`src/hdl/dpd_pkg.sv`:
```
// shared types, character codes and result kinds of the debug packet deframer
// no dependencies; used by every module in hdl
package dpd_pkg;

  localparam int unsigned MaxPacketDef = 1024;
  localparam int unsigned LenW         = 10;
  localparam int unsigned MaxRes       = 3;

  localparam logic [7:0] ChDollar = 8'h24;
  localparam logic [7:0] ChHash   = 8'h23;
  localparam logic [7:0] ChIntr   = 8'h03;
  localparam logic [7:0] ChColon  = 8'h3A;
  localparam logic [7:0] ChPlus   = 8'h2B;
  localparam logic [7:0] ChMinus  = 8'h2D;

  localparam logic [2:0] KindData    = 3'd0;
  localparam logic [2:0] KindAccept  = 3'd1;
  localparam logic [2:0] KindBadSum  = 3'd2;
  localparam logic [2:0] KindAbandon = 3'd3;
  localparam logic [2:0] KindIntr    = 3'd4;

  typedef struct packed {
    logic [2:0]      kind;
    logic [7:0]      data_byte;
    logic [7:0]      reply_char;
    logic            has_sequence;
    logic [7:0]      sequence_first;
    logic [7:0]      sequence_second;
    logic [LenW-1:0] payload_length;
  } result_t;

  // results of one received byte, slot 0 first
  typedef struct packed {
    logic [1:0]        n;
    result_t [MaxRes-1:0] res;
  } bundle_t;

  function automatic result_t mk_res(logic [2:0] kind, logic [7:0] data, logic [7:0] reply,
                                     logic hs, logic [7:0] s1, logic [7:0] s2,
                                     logic [LenW-1:0] len);
    result_t r;
    r.kind            = kind;
    r.data_byte       = data;
    r.reply_char      = reply;
    r.has_sequence    = hs;
    r.sequence_first  = s1;
    r.sequence_second = s2;
    r.payload_length  = len;
    return r;
  endfunction

  // non-hex characters count as zero
  function automatic logic [3:0] hex_val(logic [7:0] c);
    logic [3:0] v;
    v = 4'd0;
    if (c >= 8'h30 && c <= 8'h39) begin
      v = c[3:0];
    end else if ((c >= 8'h61 && c <= 8'h66) || (c >= 8'h41 && c <= 8'h46)) begin
      v = c[3:0] + 4'd9;
    end
    return v;
  endfunction

endpackage

```
`src/hdl/dpd_core.sv`:
```
// packet state machine of the debug packet deframer: checksum, byte count,
// held bytes and the results of one byte; depends on dpd_pkg
module dpd_core #(
  parameter int unsigned MAX_PACKET = dpd_pkg::MaxPacketDef
) (
  input  logic             clk_i,
  input  logic             rst_ni,
  input  logic [7:0]       byte_i,
  input  logic             fire_i,
  output dpd_pkg::bundle_t bundle_o
);

  localparam int unsigned CntW = $clog2(MAX_PACKET);

  localparam logic [1:0] PhHunt = 2'd0;
  localparam logic [1:0] PhBody = 2'd1;
  localparam logic [1:0] PhHi   = 2'd2;
  localparam logic [1:0] PhLo   = 2'd3;

  logic [1:0]      phase_q, phase_d;
  logic [7:0]      sum_q, sum_d;
  logic [CntW-1:0] cnt_q, cnt_d;
  logic [3:0]      hi_q, hi_d;
  logic            seq_q, seq_d;
  logic [1:0][7:0] held_q;
  logic            held_we;

  logic [CntW-1:0] streamed;
  logic [CntW-1:0] streamed_nx;
  logic [7:0]      expect_sum;
  logic [dpd_pkg::LenW-1:0] len_now;

  assign streamed    = seq_q ? cnt_q - CntW'(3) : cnt_q;
  assign streamed_nx = streamed + CntW'(1);
  assign expect_sum  = {hi_q, dpd_pkg::hex_val(byte_i)};
  assign len_now     = dpd_pkg::LenW'(streamed);

  always_comb begin
    phase_d     = phase_q;
    sum_d       = sum_q;
    cnt_d       = cnt_q;
    hi_d        = hi_q;
    seq_d       = seq_q;
    held_we     = 1'b0;
    bundle_o    = '0;

    unique case (phase_q)
      PhHunt: begin
        if (byte_i == dpd_pkg::ChDollar) begin
          phase_d = PhBody;
          sum_d   = '0;
          cnt_d   = '0;
          seq_d   = 1'b0;
          hi_d    = '0;
        end else if (byte_i == dpd_pkg::ChIntr) begin
          bundle_o.n      = 2'd1;
          bundle_o.res[0] = dpd_pkg::mk_res(dpd_pkg::KindIntr, 8'd0, 8'd0, 1'b0,
                                            8'd0, 8'd0, '0);
        end
      end
      PhBody: begin
        if (byte_i == dpd_pkg::ChDollar) begin
          // restart: abandon the open packet and open a new one
          bundle_o.n      = 2'd1;
          bundle_o.res[0] = dpd_pkg::mk_res(dpd_pkg::KindAbandon, 8'd0, 8'd0, 1'b0,
                                            8'd0, 8'd0,
                                            (cnt_q > CntW'(2)) ? len_now : '0);
          sum_d = '0;
          cnt_d = '0;
          seq_d = 1'b0;
          hi_d  = '0;
        end else if (byte_i == dpd_pkg::ChHash) begin
          // short payload: release the held bytes now
          if (cnt_q < CntW'(3)) begin
            bundle_o.n      = 2'(cnt_q);
            bundle_o.res[0] = dpd_pkg::mk_res(dpd_pkg::KindData, held_q[0], 8'd0, 1'b0,
                                              8'd0, 8'd0, dpd_pkg::LenW'(1));
            bundle_o.res[1] = dpd_pkg::mk_res(dpd_pkg::KindData, held_q[1], 8'd0, 1'b0,
                                              8'd0, 8'd0, dpd_pkg::LenW'(2));
          end
          phase_d = PhHi;
        end else begin
          sum_d = sum_q + byte_i;
          if (cnt_q < CntW'(2)) begin
            held_we = 1'b1;
            cnt_d   = cnt_q + CntW'(1);
          end else if (cnt_q == CntW'(2)) begin
            cnt_d = CntW'(3);
            if (byte_i == dpd_pkg::ChColon) begin
              seq_d = 1'b1;
            end else begin
              bundle_o.n      = 2'd3;
              bundle_o.res[0] = dpd_pkg::mk_res(dpd_pkg::KindData, held_q[0], 8'd0, 1'b0,
                                                8'd0, 8'd0, dpd_pkg::LenW'(1));
              bundle_o.res[1] = dpd_pkg::mk_res(dpd_pkg::KindData, held_q[1], 8'd0, 1'b0,
                                                8'd0, 8'd0, dpd_pkg::LenW'(2));
              bundle_o.res[2] = dpd_pkg::mk_res(dpd_pkg::KindData, byte_i, 8'd0, 1'b0,
                                                8'd0, 8'd0, dpd_pkg::LenW'(3));
            end
          end else begin
            cnt_d           = cnt_q + CntW'(1);
            bundle_o.n      = 2'd1;
            bundle_o.res[0] = dpd_pkg::mk_res(dpd_pkg::KindData, byte_i, 8'd0, 1'b0,
                                              8'd0, 8'd0, dpd_pkg::LenW'(streamed_nx));
            // payload limit reached: only possible past the held bytes
            if (cnt_d >= CntW'(MAX_PACKET - 1)) begin
              bundle_o.n      = 2'd2;
              bundle_o.res[1] = dpd_pkg::mk_res(dpd_pkg::KindAbandon, 8'd0, 8'd0, 1'b0,
                                                8'd0, 8'd0, dpd_pkg::LenW'(streamed_nx));
              phase_d = PhHunt;
            end
          end
        end
      end
      PhHi: begin
        hi_d    = dpd_pkg::hex_val(byte_i);
        phase_d = PhLo;
      end
      PhLo: begin
        bundle_o.n = 2'd1;
        if (expect_sum == sum_q) begin
          bundle_o.res[0] = dpd_pkg::mk_res(dpd_pkg::KindAccept, 8'd0, dpd_pkg::ChPlus,
                                            seq_q, seq_q ? held_q[0] : 8'd0,
                                            seq_q ? held_q[1] : 8'd0, len_now);
        end else begin
          bundle_o.res[0] = dpd_pkg::mk_res(dpd_pkg::KindBadSum, 8'd0, dpd_pkg::ChMinus,
                                            1'b0, 8'd0, 8'd0, len_now);
        end
        phase_d = PhHunt;
      end
      default: begin
        phase_d = PhHunt;
      end
    endcase
  end

  always_ff @(posedge clk_i or negedge rst_ni) begin
    if (!rst_ni) begin
      phase_q <= PhHunt;
      sum_q   <= '0;
      cnt_q   <= '0;
      hi_q    <= '0;
      seq_q   <= 1'b0;
    end else if (fire_i) begin
      phase_q <= phase_d;
      sum_q   <= sum_d;
      cnt_q   <= cnt_d;
      hi_q    <= hi_d;
      seq_q   <= seq_d;
    end
  end

  always_ff @(posedge clk_i) begin
    if (fire_i && held_we) begin
      held_q[cnt_q[0]] <= byte_i;
    end
  end

  // a stripped sequence id always means three bytes were counted
  a_seq_cnt: assert property (@(posedge clk_i) disable iff (!rst_ni)
    seq_q |-> (cnt_q >= CntW'(3)))
    else $error("sequence flag set with fewer than three bytes");

  // an open packet never sits at the payload limit
  a_body_limit: assert property (@(posedge clk_i) disable iff (!rst_ni)
    (phase_q == PhBody) |-> (cnt_q < CntW'(MAX_PACKET - 1)))
    else $error("open packet at payload limit");

endmodule

```
`src/hdl/dpd_outq.sv`:
```
// result register of the debug packet deframer: holds the results of one byte
// and hands them out one word per cycle while the output is ready; depends on dpd_pkg
module dpd_outq (
  input  logic                         clk_i,
  input  logic                         rst_ni,
  input  logic                         load_i,
  input  dpd_pkg::bundle_t             bundle_i,
  output logic                         free_o,
  output logic                         out_valid_o,
  input  logic                         out_ready_i,
  output dpd_pkg::result_t             res_o,
  output logic                         last_o
);

  logic [1:0]                           n_q;
  logic [1:0]                           idx_q;
  dpd_pkg::result_t [dpd_pkg::MaxRes-1:0] res_q;
  logic                                 take;

  assign out_valid_o = (n_q != 2'd0);
  assign last_o      = (idx_q == n_q - 2'd1);
  assign take        = out_valid_o && out_ready_i;
  assign free_o      = !out_valid_o || (take && last_o);
  assign res_o       = res_q[idx_q];

  always_ff @(posedge clk_i or negedge rst_ni) begin
    if (!rst_ni) begin
      n_q   <= '0;
      idx_q <= '0;
    end else if (load_i) begin
      n_q   <= bundle_i.n;
      idx_q <= '0;
    end else if (take) begin
      if (last_o) begin
        n_q   <= '0;
        idx_q <= '0;
      end else begin
        idx_q <= idx_q + 2'd1;
      end
    end
  end

  always_ff @(posedge clk_i) begin
    if (load_i) begin
      res_q <= bundle_i.res;
    end
  end

  a_idx_range: assert property (@(posedge clk_i) disable iff (!rst_ni)
    out_valid_o |-> (idx_q < n_q))
    else $error("result index past result count");

  a_load_free: assert property (@(posedge clk_i) disable iff (!rst_ni)
    load_i |-> free_o)
    else $error("results loaded over pending words");

  a_drain: assert property (@(posedge clk_i) disable iff (!rst_ni)
    (take && last_o && !load_i) |=> !out_valid_o)
    else $error("output still valid after last word taken");

endmodule

```
`src/hdl/debug_packet_deframer_top.sv`:
```
// top level of the debug packet deframer: input byte register, packet state
// machine and result register; depends on dpd_pkg, dpd_core, dpd_outq
//
// Receives one byte per word and recognizes debugger packets "$payload#hh".
// Outside a packet, byte 0x03 gives an interrupt word and other bytes are
// dropped. Payload bytes stream out as data words (the first two are held
// until the third shows whether they form a sequence id "xx:", which is
// stripped); the two checksum digits end the packet with an accept word ('+',
// sequence id echoed) or a bad-checksum word ('-'). A '$' inside a packet or
// reaching MAX_PACKET-1 payload bytes gives an abandon word. A byte is taken
// every cycle unless its results wait for the result register. A byte that
// causes k result words (k is at most three) holds the result register until
// all k are taken, so the output port sets the sustained rate; the input
// register takes one more byte while results wait.
module debug_packet_deframer_top #(
  parameter int unsigned MAX_PACKET = dpd_pkg::MaxPacketDef
) (
  input  logic                     clk_i,
  input  logic                     rst_ni,
  input  logic                     in_valid_i,
  output logic                     in_ready_o,
  input  logic [7:0]               rx_byte_i,
  output logic                     out_valid_o,
  input  logic                     out_ready_i,
  output logic [2:0]               kind_o,
  output logic [7:0]               data_byte_o,
  output logic [7:0]               reply_char_o,
  output logic                     has_sequence_o,
  output logic [7:0]               sequence_first_o,
  output logic [7:0]               sequence_second_o,
  output logic [dpd_pkg::LenW-1:0] payload_length_o,
  output logic                     last_o
);

  logic             in_vq;
  logic [7:0]       in_q;
  logic             fire;
  logic             free;
  dpd_pkg::bundle_t bundle;
  dpd_pkg::result_t res;

  // a byte with no results never waits for the result register
  assign fire       = in_vq && ((bundle.n == 2'd0) || free);
  assign in_ready_o = !in_vq || fire;

  always_ff @(posedge clk_i or negedge rst_ni) begin
    if (!rst_ni) begin
      in_vq <= 1'b0;
    end else if (in_valid_i && in_ready_o) begin
      in_vq <= 1'b1;
    end else if (fire) begin
      in_vq <= 1'b0;
    end
  end

  always_ff @(posedge clk_i) begin
    if (in_valid_i && in_ready_o) begin
      in_q <= rx_byte_i;
    end
  end

  dpd_core #(
    .MAX_PACKET(MAX_PACKET)
  ) u_core (
    .clk_i   (clk_i),
    .rst_ni  (rst_ni),
    .byte_i  (in_q),
    .fire_i  (fire),
    .bundle_o(bundle)
  );

  dpd_outq u_outq (
    .clk_i      (clk_i),
    .rst_ni     (rst_ni),
    .load_i     (fire && (bundle.n != 2'd0)),
    .bundle_i   (bundle),
    .free_o     (free),
    .out_valid_o(out_valid_o),
    .out_ready_i(out_ready_i),
    .res_o      (res),
    .last_o     (last_o)
  );

  assign kind_o            = res.kind;
  assign data_byte_o       = res.data_byte;
  assign reply_char_o      = res.reply_char;
  assign has_sequence_o    = res.has_sequence;
  assign sequence_first_o  = res.sequence_first;
  assign sequence_second_o = res.sequence_second;
  assign payload_length_o  = res.payload_length;

endmodule

```
`config.mk`:
```
export PLATFORM = sky130hd
export DESIGN_NAME = debug_packet_deframer_top
export DESIGN_NICKNAME = d
export VERILOG_FILES = /design/src/hdl/dpd_pkg.sv /design/src/hdl/dpd_core.sv /design/src/hdl/dpd_outq.sv /design/src/hdl/debug_packet_deframer_top.sv
export SDC_FILE = /design/constraint.sdc
export NUM_CORES = 1
export LEC_CHECK = 0
export BUFFER_PORTS_ARGS = -buffer_cell sky130_fd_sc_hd__buf_2
export CAP_MARGIN = 10
export CORE_UTILIZATION = 45
export DETAILED_ROUTE_END_ITERATION = 10
export HOLD_SLACK_MARGIN = 0.03
export RECOVER_POWER = 50
export SLEW_MARGIN = 20
export SYNTH_ARGS = -nofsm -noshare
export SYNTH_HDL_FRONTEND = slang
export SYNTH_SLANG_ARGS = --single-unit
```
`constraint.sdc`:
```
create_clock -name clk_i -period 14 [get_ports clk_i]
set_input_delay 2.1 -clock clk_i [delete_from_list [all_inputs] [get_ports clk_i]]
set_output_delay 2.1 -clock clk_i [all_outputs]
set_load 0.005 [all_outputs]
```
Yosys cells after proc, flatten, opt, wreduce, memory -nomap -nowiden
Index checks and enable logic that the tools add are counted.
{ "classes": {"bitwise": 2, "n_eq_ne": 20, "order_cmp": 13, "addsub": 7, "n_reduce_logical": 34, "muxes": 69} }
{ "op_table": {"columns": ["op", "count"], "rows": [
  ["two-way mux 140 bit", 2],
  ["two-way mux 46 bit", 5],
  ["two-way mux 92 bit", 2],
  ["case mux 46 bit (3 select lines)", 1],
  ["binary-select mux 46 bit (select 2 bit)", 1],
  ["two-way mux 45 bit", 2],
  ["two-way mux 89 bit", 1],
  ["two-way mux 10 bit", 7],
  ["two-way mux 8 bit", 6],
  ["two-way mux 2 bit", 17],
  ["== test 8 x 6 -> 1 bit, second input constant", 3],
  ["adder 10 x 1 -> 10 bit, second input constant", 2],
  ["less-than comparator 10 x 2 -> 1 bit, second input constant", 2],
  ["case mux 10 bit (2 select lines)", 1],
  ["bitwise mux 16 bit", 1],
  ["greater-or-equal comparator 8 x 7 -> 1 bit, second input constant", 2],
  ["<= comparator 8 x 7 -> 1 bit, second input constant", 2],
  ["case mux 8 bit (2 select lines)", 1],
  ["two-way mux 1 bit", 14],
  ["nonzero test 2 bit", 7],
  ["two-way mux 4 bit", 3],
  ["!= test 3 x 2 -> 1 bit, second input constant", 4],
  ["== test 10 x 2 -> 1 bit, second input constant", 1],
  ["greater-or-equal comparator 10 bit, second input constant", 1],
  ["37 further kinds", 57]
]} }
{ "totals": {"in_bits": 12, "out_inout_bits": 49, "reg_bits": 192, "wordCells": 177} }

Logic depth before layout (Yosys ltp)
Gate-level depths: netlist (run 1).
{ "logic_depth": {"depth_word": 15, "mapped_depth": 12, "depth_no_buf": 11} }

Hierarchy
A second synthesis (run 1) with hierarchy kept.
{ "hier_totals": {"hier_cells": 855, "hier_area_um2": 9907.0} }
{ "by_module_without_submodules": {"columns": ["mod", "area_per_inst_um2", "n_inst", "cells_each", "seq_area_each_um2"], "rows": [
  ["dpd_outq", 5406.4, 1, 318, 4244.1],
  ["dpd_core", 4190.3, 1, 522, 1106.1],
  ["debug_packet_deframer_top", 310.3, 1, 15, 265.3]
]} }

Worst setup path before layout (run 1)
Ideal clock, no wire load.
{ "synth_timing": {"path_kind": "input-to-reg", "start": "input port out_ready_i", "end": "register u_outq.res_q[0] (netlist name), enable pin", "path_stages": 3, "arrival_time_ns": 5.347, "t_required_ns": 13.501, "path_buffers": 0, "setup_slack_ns": 8.154, "setup_time_ns": 0.499, "path_cell_list": "a21oi_1 > nand2b_1 > nor2_1"} }
{ "synth_between": {"elab_chain_cells": 6} }
{ "synth_lines": {"columns": ["element", "line", "text"], "rows": [
  ["start: declaration", "debug_packet_deframer_top.sv:24", "input logic out_ready_i,"],
  ["logical AND 1 bit", "dpd_outq.sv:22", "assign take = out_valid_o && out_ready_i;"],
  ["logical AND 1 bit", "dpd_outq.sv:23", "assign free_o = !out_valid_o || (take && last_o);"],
  ["logical OR 1 bit", "dpd_outq.sv:23", null],
  ["logical OR 1 bit", "debug_packet_deframer_top.sv:43", "assign fire = in_vq && ((bundle.n == 2'd0) || free);"],
  ["logical AND 1 bit", "debug_packet_deframer_top.sv:43", null],
  ["logical AND 1 bit", "debug_packet_deframer_top.sv:75", ".load_i (fire && (bundle.n != 2'd0)),"],
  ["end signal: assignment", "dpd_outq.sv:45", "res_q <= bundle_i.res;"],
  ["end: declaration", "dpd_outq.sv:17", "dpd_pkg::result_t [dpd_pkg::MaxRes-1:0] res_q;"]
]} }
No other way between the ends.
A chain may end at the register's enable or synchronous reset.

Worst setup path in the final report (run 1)
{ "layout_timing": {"start": "register u_core.cnt_q[1]", "end": "output port in_ready_o"} }
{ "layout_between": {"elab_chain_cells": 12, "elab_cells_between_ends": 16, "cone_classes": "add/sub: 1; order compare: 3; eq/ne: 1; mux: 7; reduce/logical: 4"} }
{ "layout_lines": {"columns": ["element", "line", "text"], "rows": [
  ["start: declaration", "dpd_core.sv:22", "logic [CntW-1:0] cnt_q, cnt_d;"],
  ["start signal: assignment", "dpd_core.sv:147", "cnt_q <= cnt_d;"],
  ["adder 10 x 1 -> 10 bit", "dpd_core.sv:101", "cnt_d = cnt_q + CntW'(1);"],
  ["greater-or-equal comparator 10 bit", "dpd_core.sv:106", "if (cnt_d >= CntW'(MAX_PACKET - 1)) begin"],
  ["two-way mux 2 bit", "dpd_core.sv:106", null],
  ["two-way mux 2 bit", "dpd_core.sv:87", "end else if (cnt_q == CntW'(2)) begin"],
  ["two-way mux 140 bit", "dpd_core.sv:84", "if (cnt_q < CntW'(2)) begin"],
  ["two-way mux 2 bit *", "dpd_core.sv:72", "end else if (byte_i == dpd_pkg::ChHash) begin"],
  ["two-way mux 2 bit *", "dpd_core.sv:62", "if (byte_i == dpd_pkg::ChDollar) begin"],
  ["case mux 2 bit (3 select lines) *", "dpd_core.sv:47", "unique case (phase_q)"],
  ["zero test 2 bit *", "debug_packet_deframer_top.sv:43", null],
  ["logical OR 1 bit *", "debug_packet_deframer_top.sv:43", null],
  ["logical AND 1 bit *", "debug_packet_deframer_top.sv:43", null],
  ["logical OR 1 bit *", "debug_packet_deframer_top.sv:44", "assign in_ready_o = !in_vq || fire;"],
  ["end: declaration", "debug_packet_deframer_top.sv:21", "output logic in_ready_o,"]
]} }
Mark *: on every way between the ends. The rest lies on a longest branch, timed or not.

==> out/metrics.csv, run 1 <==
metric;value;unit
DRT Wirelength;16500;µm
Max-Cap Viols;2;
failing checks;DRC, capacitance limit, slew limit;
Inst Count DP;852;
n_diodes;0;
TritonCTS clock tree;done;
#FFs+latches synth;123;
status;finished, violations left;
FF-to-FF End;u_core.held_q[13];
Combinational Power Share;36.7;%
Slew @ Worst Pin;1.81;ns
Setup CP Type;reg -> out;
Pint;1.18;mW
Die Ht;125;µm
crit path DAT;5.16;ns
Period minus WS final;7.26;ns
# IOs;61;
f_max;138;MHz
setup TNS;0;ns
Fill cells;1342;
Flop pwr share;38.1;%
pin count of the biggest net entering global routing;47;
H-tree level count;4;
Post-synth EDFFs;93;
fraction of registers with async set/reset;24.4;%
vias in the first global route;4869;
final hold violations;0;
Mapped Avg Cell Area;10.5;µm²
P_sw;0.693;mW
DRT antenna net count;0;
Layout Skew;0.00804;ns
Syn Inst Count;649;
Critical Path Sink;in_ready_o;
total global routing overflow;0;
Clk Latency, worst-skew pair;0.42;ns
Reg2Reg Depth;10;
Die ar.;15600;µm²
placed cell areas;7180;µm²
most frequent cells in the layout;edfxtp_1 (93), nor2_1 (57), buf_2 (54);
GR Util All Layers;22.1;%
core area;14600;µm²
Sw Ratio;37.0;%
Slew HR;-20.9;%
final instance area;7770;µm²
leakage;3.03;nW
pwr/cell area;241;nW/µm²
sequential cell area;3540;µm²
vias;5086;
pre-CTS setup slack;8.54;ns
synth warn;0;
DRC;14;
Clock Path Buffers;2;
fin crit share;51.9;%
Final #Nets;716;
setup bufs post-CTS;0;
Crit path required time;11.90;ns
Final Wtd Congestion;0.891;
post_cts resized;0;
first-pass GRT wire length;26700;µm
initial antenna violation count;0;
DRT Pass-1 Iters;8;
commonest non-fill, non-tap cell in the layout;edfxtp_1;
CP Launch Type;flip-flop;
Setup WS post-layout;6.74;ns
crit path capture type;primary output;
Clock Sinks;123;
mapped cell area;6820;µm²
Die W;125;µm
Main synth FF type;edfxtp_1;
footprint of the multi-input gates;2990;µm²
CTS Hold Buffers Added;0;
clock share of power;25.2;%
unrepaired setup endpoints after global routing;false;
row count;44;
Detailed Route Iter0 Violations;545;
worst r2r src;u_core.cnt_q[1];
reg2reg setup slack;7.95;ns
share of post-route cells with drive strength above 1;13.4;%
Final Max Slew Viols;39;
DPL Wire Length;11400;µm
CTS root buf;clkbuf_16;
sequential area share after synthesis;52.0;%
maximum VDD drop;0.000110;V
clk slew on worst S/H paths;0.06;ns
DR WL/cell;18.6;µm
CP Max Fanout;14;
Hold Crit Class;reg -> reg;
area delta synth->final;14.0;%
fin cells;884;
IO Port Bufs;57;
vias per std cell;5.75;
start point of the critical path;u_core.cnt_q[1];
# setup viols final;0;
Initial Util;46.5;%
TritonCTS Buffers;17;
Cell variety after synth;64;
## flip-flops by register name (all words and copies together) (netlist names), named ones only
register	cells
u_outq.res_q	69
u_core.held_q	16
u_core.cnt_q	10
in_q	8
u_core.sum_q	8
u_core.hi_q	4
u_outq.idx_q	2
u_outq.n_q	2
in_vq	1
u_core.phase_q	1
u_core.seq_q	1
## synth_stat cells, types with 3 or more instances
master	n	area share (%)
xnor2_1	11	1.4
xor2_1	17	2.2
nor4_1	10	0.92
o22ai_1	5	0.46
a21o_1	4	0.44
nand2_1	45	2.5
nor2b_1	11	1.0
and3_1	12	1.1
nor3_1	13	0.95
and2_1	51	4.7
or3_1	5	0.46
buf_2	7	0.51
o31ai_1	20	2.2
nand2b_1	12	1.1
nand3_1	15	1.1
or4_1	3	0.33
nor4b_1	3	0.39
o2bb2ai_1	3	0.39
buf_4	6	0.66
edfxtp_1	93	41
nand4_1	4	0.37
inv_1	21	1.2
nor2_1	59	3.2
a32o_1	6	0.88
nor3b_1	4	0.44
ha_1	16	2.9
o21ai_0	26	1.9
clkbuf_1	28	1.5
a21oi_1	31	2.3
o21ai_1	4	0.29
a22oi_1	12	1.3
dfrtp_1	30	11
mux2i_1	20	2.9
## power groups by stage
stage	combinational [mW]	clock [mW]	sequential (mW)
2_1_floorplan	0.535	0	0.646
3_3_place_gp	0.685	0	0.713
3_5_place_dp	0.697	0	0.720
4_1_cts	0.699	0.479	0.713
5_1_grt	0.769	0.494	0.735
6_report	0.688	0.472	0.713
## metrics by stage
step	power, mW	utilization, %	hold WS [ns]
2_1_floorplan	1.18	-	0.475
3_3_place_gp	1.40	49.0	0.495
3_5_place_dp	1.42	49.0	0.503
4_1_cts	1.89	53.3	0.524
5_1_grt	2.00	53.1	0.543
6_report	1.87	53.1	0.521
## worst min path at each step
stage | startpoint | to | cells after the start
after floorplan | u_core.hi_q[0] | u_core.hi_q[0] | 1
after global placement | u_outq.n_q[1] | u_outq.n_q[1] | 1
after detailed placement | u_core.hi_q[0] | u_core.hi_q[0] | 1
after CTS | u_outq.n_q[1] | u_outq.n_q[1] | 1
after global routing | u_core.hi_q[1] | u_core.hi_q[1] | 1
final | u_outq.n_q[1] | u_outq.n_q[1] | 1
## area by class of cell
type                    count  area share [%]
flip-flops and latches    123            45.6
multi-input cells         463            38.5
clock buffers              19            5.57
repair buffers             60            3.83
well taps                 184            2.96
clock inverters            13            2.53
inverters                  22            1.06
## layer usage
metal | up-vias | GRT usage (%) | wire, µm
met4 | 0 | 8.25 | 240
li1 | 2442 | - | -
met2 | 157 | 34.3 | 7600
met5 | - | 0 | 0
met3 | 18 | 4.66 | 871
met1 | 2469 | 30.6 | 7760
## kinds of logic (layout without fill, tap and decap cells)
kind of cell	Yosys count	in the layout	synth area share (%)
simple gates	258	258	20.1
compound gates	135	135	13.7
flops	123	123	52.0
buf+inv	65	114	4.04
xor+xnor	28	28	3.60
mux	22	22	3.27
fa+ha+maj	17	17	3.23
other cells	1	3	0.0550
## worst max-delay path, cell delays in order, from the launching register on
cell,delay (ns)
dfrtp_1,0.61
ha_1,0.52
a21bo_1,0.28
o31ai_1,0.21
a32oi_1,0.08
a2111oi_0,1.44
o311ai_0,0.58
nor3b_1,0.56
nand3b_1,0.29
buf_2,0.16
Note: power is estimated with default switching activity, not from simulation.
==> run 2, diff against run 1 <==
--- a/config.mk
+++ b/config.mk
@@ -5,11 +5,13 @@
 export SDC_FILE = /design/constraint.sdc
 export NUM_CORES = 1
 export LEC_CHECK = 0
+export ABC_AREA = 1
 export BUFFER_PORTS_ARGS = -buffer_cell sky130_fd_sc_hd__buf_2
 export CAP_MARGIN = 10
 export CORE_UTILIZATION = 45
 export DETAILED_ROUTE_END_ITERATION = 10
 export HOLD_SLACK_MARGIN = 0.03
+export PLACE_DENSITY = 0.65
 export RECOVER_POWER = 50
 export SLEW_MARGIN = 20
 export SYNTH_ARGS = -nofsm -noshare
==> constraint.sdc (replaced) <==
create_clock -name clk_i -period 6.02 [get_ports clk_i]
set_input_delay 0.903 -clock clk_i [delete_from_list [all_inputs] [get_ports clk_i]]
set_output_delay 0.903 -clock clk_i [all_outputs]
set_load 0.005 [all_outputs]
==> out/metrics.csv, run 2 <==
metric;value;unit;change
status;finished, violations left;;unchanged
failing checks;DRC, capacitance limit, slew limit;;unchanged
fin crit share;78.2;%;
initial antenna violation count;0;;unchanged
CP Max Fanout;45;;was 14
Hold Crit Depth;2;;was 1
leakage;3.64;nW;was 3.03 nW
setup TNS;0;ns;unchanged
Crit path required time;6.11;ns;was 11.90 ns
CP Launch Type;flip-flop;;unchanged
DRT Pass-1 Iters;8;;unchanged
global route hottest layer;met1;;was met2
Mapped Avg Cell Area;8.34;µm²;was 10.5 µm²
Final Wtd Congestion;0.909;;was 0.891
Layout Skew;0.0106;ns;was 0.00804 ns
Detailed Route Iter0 Violations;509;;was 545
share of the synthesized area in the top cell type;40.0;%;was 41.0%
crit path DAT;4.80;ns;was 5.16 ns
synth top area cells;edfxtp_1 (40%), dfrtp_1 (11%), nand2_1 (11%);;was edfxtp_1 (41%), dfrtp_1 (11%), and2_1 (4.7%)
Hold Crit Class;reg -> reg;;unchanged
DRT antenna net count;0;;unchanged
vias per std cell;5.10;;was 5.75
Fill cells;1437;;was 1342
CTS Hold Buffers Added;0;;unchanged
unrepaired setup endpoints after global routing;false;;unchanged
first-pass GRT wire length;26200;µm;was 26700 µm
global-route track usage on met3;4.13;%;was 4.66%
Synth top cells by count;nand2_1 (199), nor2_1 (118), inv_1 (103);;was edfxtp_1 (93), nor2_1 (59), and2_1 (51)
Die ar.;16000;µm²;was 15600 µm²
CTS root buf;clkbuf_16;;unchanged
DRT Wirelength;16100;µm;was 16500 µm
Max-Cap Viols;1;;was 2
Die Ht;127;µm;was 125 µm
GR Util All Layers;21.5;%;was 22.1%
most frequent cells in the layout;nand2_1 (202), nor2_1 (122), inv_1 (107);;was edfxtp_1 (93), nor2_1 (57), buf_2 (54)
DPL Wire Length;11700;µm;was 11400 µm
f_max;212;MHz;
Final Max Slew Viols;31;;was 39
DRC;2;;was 14
vias in the first global route;5023;;was 4869
row count;45;;was 44
sequential area share after synthesis;50.8;%;was 52.0%
Reg2Reg Depth;14;;was 10
commonest non-fill, non-tap cell in the layout;nand2_1;;was edfxtp_1
Slew HR;-26.9;%;was -20.9%
Syn Inst Count;837;;was 649
met2 Use GR;31.4;%;was 34.3%
post_cts resized;0;;unchanged
Cell variety after synth;41;;was 64
Main synth FF type;edfxtp_1;;unchanged
Initial Util;46.1;%;was 46.5%
largest reg by FF count;u_outq.res_q;;unchanged
M1 GR Usage;31.6;%;was 30.6%
Clock Sinks;123;;unchanged
DR WL/cell;14.8;µm;was 18.6 µm
fraction of registers with async set/reset;24.4;%;unchanged
clk slew on worst S/H paths;0.06;ns;about the same
max reg flops;69;;unchanged
pin count of the biggest net entering global routing;46;;was 47
final hold violations;0;;unchanged
synth warn;0;;unchanged
# IOs;61;;unchanged
TritonCTS clock tree;done;;unchanged
Clk Latency, worst-skew pair;0.42;ns;about the same
Clock Path Buffers;2;;unchanged
TritonCTS Buffers;17;;unchanged
Period minus WS final;4.71;ns;
share of post-route cells with drive strength above 1;11.1;%;was 13.4%
#FFs+latches synth;123;;unchanged
pwr/cell area;485;nW/µm²;was 241 nW/µm²
IO Port Bufs;57;;unchanged
H-tree level count;4;;unchanged
Slew @ Worst Pin;1.90;ns;was 1.81 ns
area delta synth->final;12.9;%;was 14.0%
post-layout util;52.0;%;was 53.1%
maximum VDD drop;0.000186;V;was 0.000110 V
# setup viols final;0;;unchanged
core area;15100;µm²;was 14600 µm²
vias;5554;;was 5086
Post-synth EDFFs;93;;unchanged
crit path capture type;flip-flop;;was primary output
setup bufs post-CTS;0;;unchanged
Setup CP Type;reg -> reg;;was reg -> out
total global routing overflow;0;;unchanged
most instantiated library cell after synthesis;nand2_1;;was edfxtp_1
Die W;127;µm;was 125 µm
Final #Nets;917;;was 716
leading area contributor after synthesis;edfxtp_1;;unchanged
n_diodes;0;;unchanged
mapped cell area;6980;µm²;was 6820 µm²
## run 2: worst paths after layout
check / start / endpoint / slack [ns]
min reg2reg: u_core.hi_q[2] / u_core.hi_q[2] / 0.49
min in group asynchronous: rst_ni / u_core.cnt_q[6] / 1.00
max: in_q[1] / u_outq.res_q[16] / 1.31
max in group asynchronous: rst_ni / u_outq.idx_q[1] / 3.90
min: u_core.hi_q[2] / u_core.hi_q[2] / 0.49
max reg2reg: in_q[1] / u_outq.res_q[16] / 1.31
## run 2: report_power, final
group	total [mW]	switching [mW]	internal (mW)	leakage, nW
combinational	1.47	1.01	0.460	2.09
sequential	1.31	0.148	1.16	1.27
clock	1.04	0.386	0.651	0.282
## run 2: final cells by class
cell class                 instances  area (µm²)  area share, %
clock buffer                      18         429           5.45
clock inverter                    14         169           2.14
inverter                         116         435           5.52
multi-input combinational        570        2780           35.3
sequential                       123        3540           45.0
tap                              188         235           2.98
timing repair buffer              60         288           3.65
## run 2: cells by family after synthesis
logic type	synth area share, %
AO/OA/AOI/OAI	5.81
XOR/XNOR	2.64
adder cells (fa/ha/maj)	3.16
buffers and inverters	8.66
flip-flops	50.8
other	0.0537
AND/OR/NAND/NOR	28.9
## run 2: critical path, cell delays in order (launching register included)
cell	delay, ns
edfxtp_1	0.54
inv_1	0.21
ha_1	0.18
nand4_1	0.40
inv_1	0.32
nor2_1	0.06
clkbuf_1	0.25
nand2_1	0.14
nand3_1	0.12
nand2_1	0.10
nand2_1	0.08
inv_1	0.47
nand2_1	0.31
inv_2	0.74
buf_4	0.44
## run 2: per-layer routing
metal	wire, µm	vias up
met5	0	-
met4	229	0
met3	957	18
met2	7050	179
met1	7910	2508
li1	-	2849
## run 2: through the flow
stage | setup slack, ns | area, µm² | hold slack [ns] | cells | power (mW)
4_1_cts | 1.86 | 7960 | 0.495 | 1089 | 3.87
2_1_floorplan | 2.30 | 6990 | 0.461 | 839 | 2.37
3_3_place_gp | 1.94 | 7360 | 0.479 | 1057 | 2.83
3_5_place_dp | 1.86 | 7360 | 0.482 | 1057 | 2.83
6_report | 1.31 | 7880 | 0.489 | 1089 | 3.82
5_1_grt | 0.853 | 7880 | 0.520 | 1089 | 4.10
==> run 3, diff against run 2 <==
==> constraint.sdc (replaced) <==
create_clock -name clk_i -period 4.3 [get_ports clk_i]
set_input_delay 0.645 -clock clk_i [delete_from_list [all_inputs] [get_ports clk_i]]
set_output_delay 0.645 -clock clk_i [all_outputs]
set_load 0.005 [all_outputs]
==> out/metrics.csv, run 3 (synthesis results as in run 2) <==
metric;value;unit;change
status;finished, violations left;;unchanged
failing checks;DRC, capacitance limit, slew limit;;unchanged
Clock Path Buffers;2;;unchanged
total global routing overflow;0;;unchanged
unrepaired setup endpoints after global routing;false;;unchanged
DRT antenna net count;0;;unchanged
pin count of the biggest net entering global routing;47;;was 46
fin crit share;88.6;%;
Hold Crit Class;in -> reg;;was reg -> reg
Final Wtd Congestion;0.902;;was 0.909
Clk Latency, worst-skew pair;0.42;ns;about the same
vias;5664;;was 5554
Crit-path slowest cell;nor3_1;;was inv_2
P_sw;2.22;mW;was 1.55 mW
final hold violations;0;;unchanged
Slew HR;-18.3;%;was -26.9%
worst hold endpoint;in_q[1];;was u_core.hi_q[2]
commonest non-fill, non-tap cell in the layout;nand2_1;;unchanged
crit path DAT;3.17;ns;was 4.80 ns
most used cell, CP;nand2_1;;unchanged
Crit path required time;3.65;ns;was 6.11 ns
pre-CTS setup slack;0.982;ns;was 1.86 ns
TritonCTS clock tree;done;;unchanged
Sw Ratio;41.9;%;was 40.5%
Clock Sinks;123;;unchanged
GR Util All Layers;22.3;%;was 21.5%
f_max;262;MHz;
Setup CP Type;reg -> out;;was reg -> reg
Initial Util;46.1;%;unchanged
vias in the first global route;5220;;was 5023
reg2reg setup slack;0.65;ns;was 1.31 ns
maximum VDD drop;0.000305;V;was 0.000186 V
TritonCTS Buffers;17;;unchanged
clock share of power;25.4;%;was 27.2%
Period minus WS final;3.81;ns;
crit path capture type;primary output;;was flip-flop
max reg flops;69;;unchanged
setup TNS;0;ns;unchanged
Setup WS post-layout;0.488;ns;was 1.31 ns
slowest stage delay, CP;0.61;ns;was 0.74 ns
worst r2r src;in_q[1];;unchanged
Detailed Route Iter0 Violations;550;;was 509
crit-path cells;ha_1 > inv_1 > nor3_1 > nand2_1 > nor3_1 > a21oi_1 > nand2_1 > nand2_1 > nand3_1 > nand3_1 > buf_2;;was inv_1 > ha_1 > nand4_1 > inv_1 > nor2_1 > clkbuf_1 > nand2_1 > nand3_1 > nand2_1 > nand2_1 > inv_1 > nand2_1 > inv_2 > buf_4
share of post-route cells with drive strength above 1;10.5;%;was 11.1%
DPL Wire Length;11800;µm;was 11700 µm
post-layout util;51.9;%;was 52.0%
core area;15100;µm²;unchanged
Final Max Slew Viols;31;;unchanged
post_cts resized;0;;unchanged
hold path startpoint;rx_byte_i[1];;was u_core.hi_q[2]
CTS root buf;clkbuf_16;;unchanged
FF-to-FF End;u_core.held_q[9];;was u_outq.res_q[16]
DRT Pass-1 Iters;8;;unchanged
Slew @ Worst Pin;1.77;ns;was 1.90 ns
leakage;3.59;nW;was 3.64 nW
CP top delay family;simple AND/OR/NAND/NOR gates;;was buffers and inverters
setup bufs post-CTS;0;;unchanged
Die ar.;16000;µm²;unchanged
first-pass GRT wire length;27100;µm;was 26200 µm
CTS Hold Buffers Added;0;;unchanged
Hold Crit Depth;1;;was 2
area delta synth->final;12.6;%;was 12.9%
Flop pwr share;34.0;%;was 34.3%
fin cells;1094;;was 1089
CP Max Fanout;9;;was 45
H-tree level count;4;;unchanged
pwr/cell area;675;nW/µm²;was 485 nW/µm²
Pint;3.08;mW;was 2.27 mW
Combinational Power Share;40.6;%;was 38.6%
Reg2Reg Depth;9;;was 14
CP Launch Type;flip-flop;;unchanged
most frequent cells in the layout;nand2_1 (200), nor2_1 (121), inv_1 (106);;was nand2_1 (202), nor2_1 (122), inv_1 (107)
Max-Cap Viols;1;;unchanged
# setup viols final;0;;unchanged
vias per std cell;5.18;;was 5.10
n_diodes;0;;unchanged
Final #Nets;922;;was 917
DR WL/cell;15.2;µm;was 14.8 µm
DRC;2;;unchanged
clk slew on worst S/H paths;0.05;ns;was 0.06 ns
row count;45;;unchanged
initial antenna violation count;0;;unchanged
DRT Wirelength;16700;µm;was 16100 µm
# IOs;61;;unchanged
WP buf/inv;2;;was 6
largest reg by FF count;u_outq.res_q;;unchanged
Die W;127;µm;unchanged
Fill cells;1458;;was 1437
IO Port Bufs;57;;unchanged
Die Ht;127;µm;unchanged
Inst Count DP;1062;;was 1057
Layout Skew;0.00879;ns;was 0.0106 ns
run 3: power groups by stage:
stage	Combinational (mW)	Sequential (mW)	Clock [mW]
after floorplan	1.56	1.76	0
after global placement	2.18	1.82	0
final	2.15	1.81	1.35
after CTS	2.20	1.80	1.37
after detailed placement	2.18	1.82	0
after global routing	2.44	1.84	1.42
run 3: how the worst max path moves through the flow:
| stage | startpoint | endpoint | slack (ns) | depth (start not counted) |
|---|---|---|---|---|
| CTS | in_q[1] | in_ready_o | 0.78 | 11 |
| floorplan | in_q[1] | u_outq.res_q[0] | 0.58 | 15 |
| detailed placement | in_q[1] | u_outq.res_q[19] | 0.98 | 16 |
| global route | in_q[1] | in_ready_o | 0.30 | 11 |
| global placement | in_q[1] | u_outq.res_q[18] | 1.09 | 16 |
| finish | in_q[1] | in_ready_o | 0.49 | 11 |
run 3: per-layer routing:
layer,global-route usage [%],share of wire [%],up-vias
met4,6.87,0.96,0
met1,31.9,50,2643
li1,-,-,2855
met2,33.7,44,149
met5,0,0,-
met3,4.93,5.2,17
run 3: per-stage QoR:
step	total power, mW	area, µm²	hold WS [ns]
2_1_floorplan	3.32	6990	0.349
3_3_place_gp	4.00	7400	0.474
5_1_grt	5.69	7860	0.391
4_1_cts	5.37	7950	0.323
6_report	5.31	7860	0.399
3_5_place_dp	4.00	7400	0.483
run 3: area by class of cell:
type / instances / area [µm²] / share of cell area (%)
clock inverter: 13 / 120 / 1.53
timing repair buffer: 65 / 304 / 3.87
clock buffer: 19 / 433 / 5.51
sequential: 123 / 3540 / 45.1
multi-input combinational: 570 / 2790 / 35.5
inverter: 116 / 435 / 5.54
tap: 188 / 235 / 2.99
run 3: worst register-to-register path, stage by stage (launching register included):
cell and delay, ns:
edfxtp_1 0.56, inv_1 0.18, ha_1 0.22, nand4_1 0.37, inv_1 0.20, nor2_1 0.34, inv_1 0.27, nor2_2 0.43
nand3_1 0.16, nor2_1 0.55
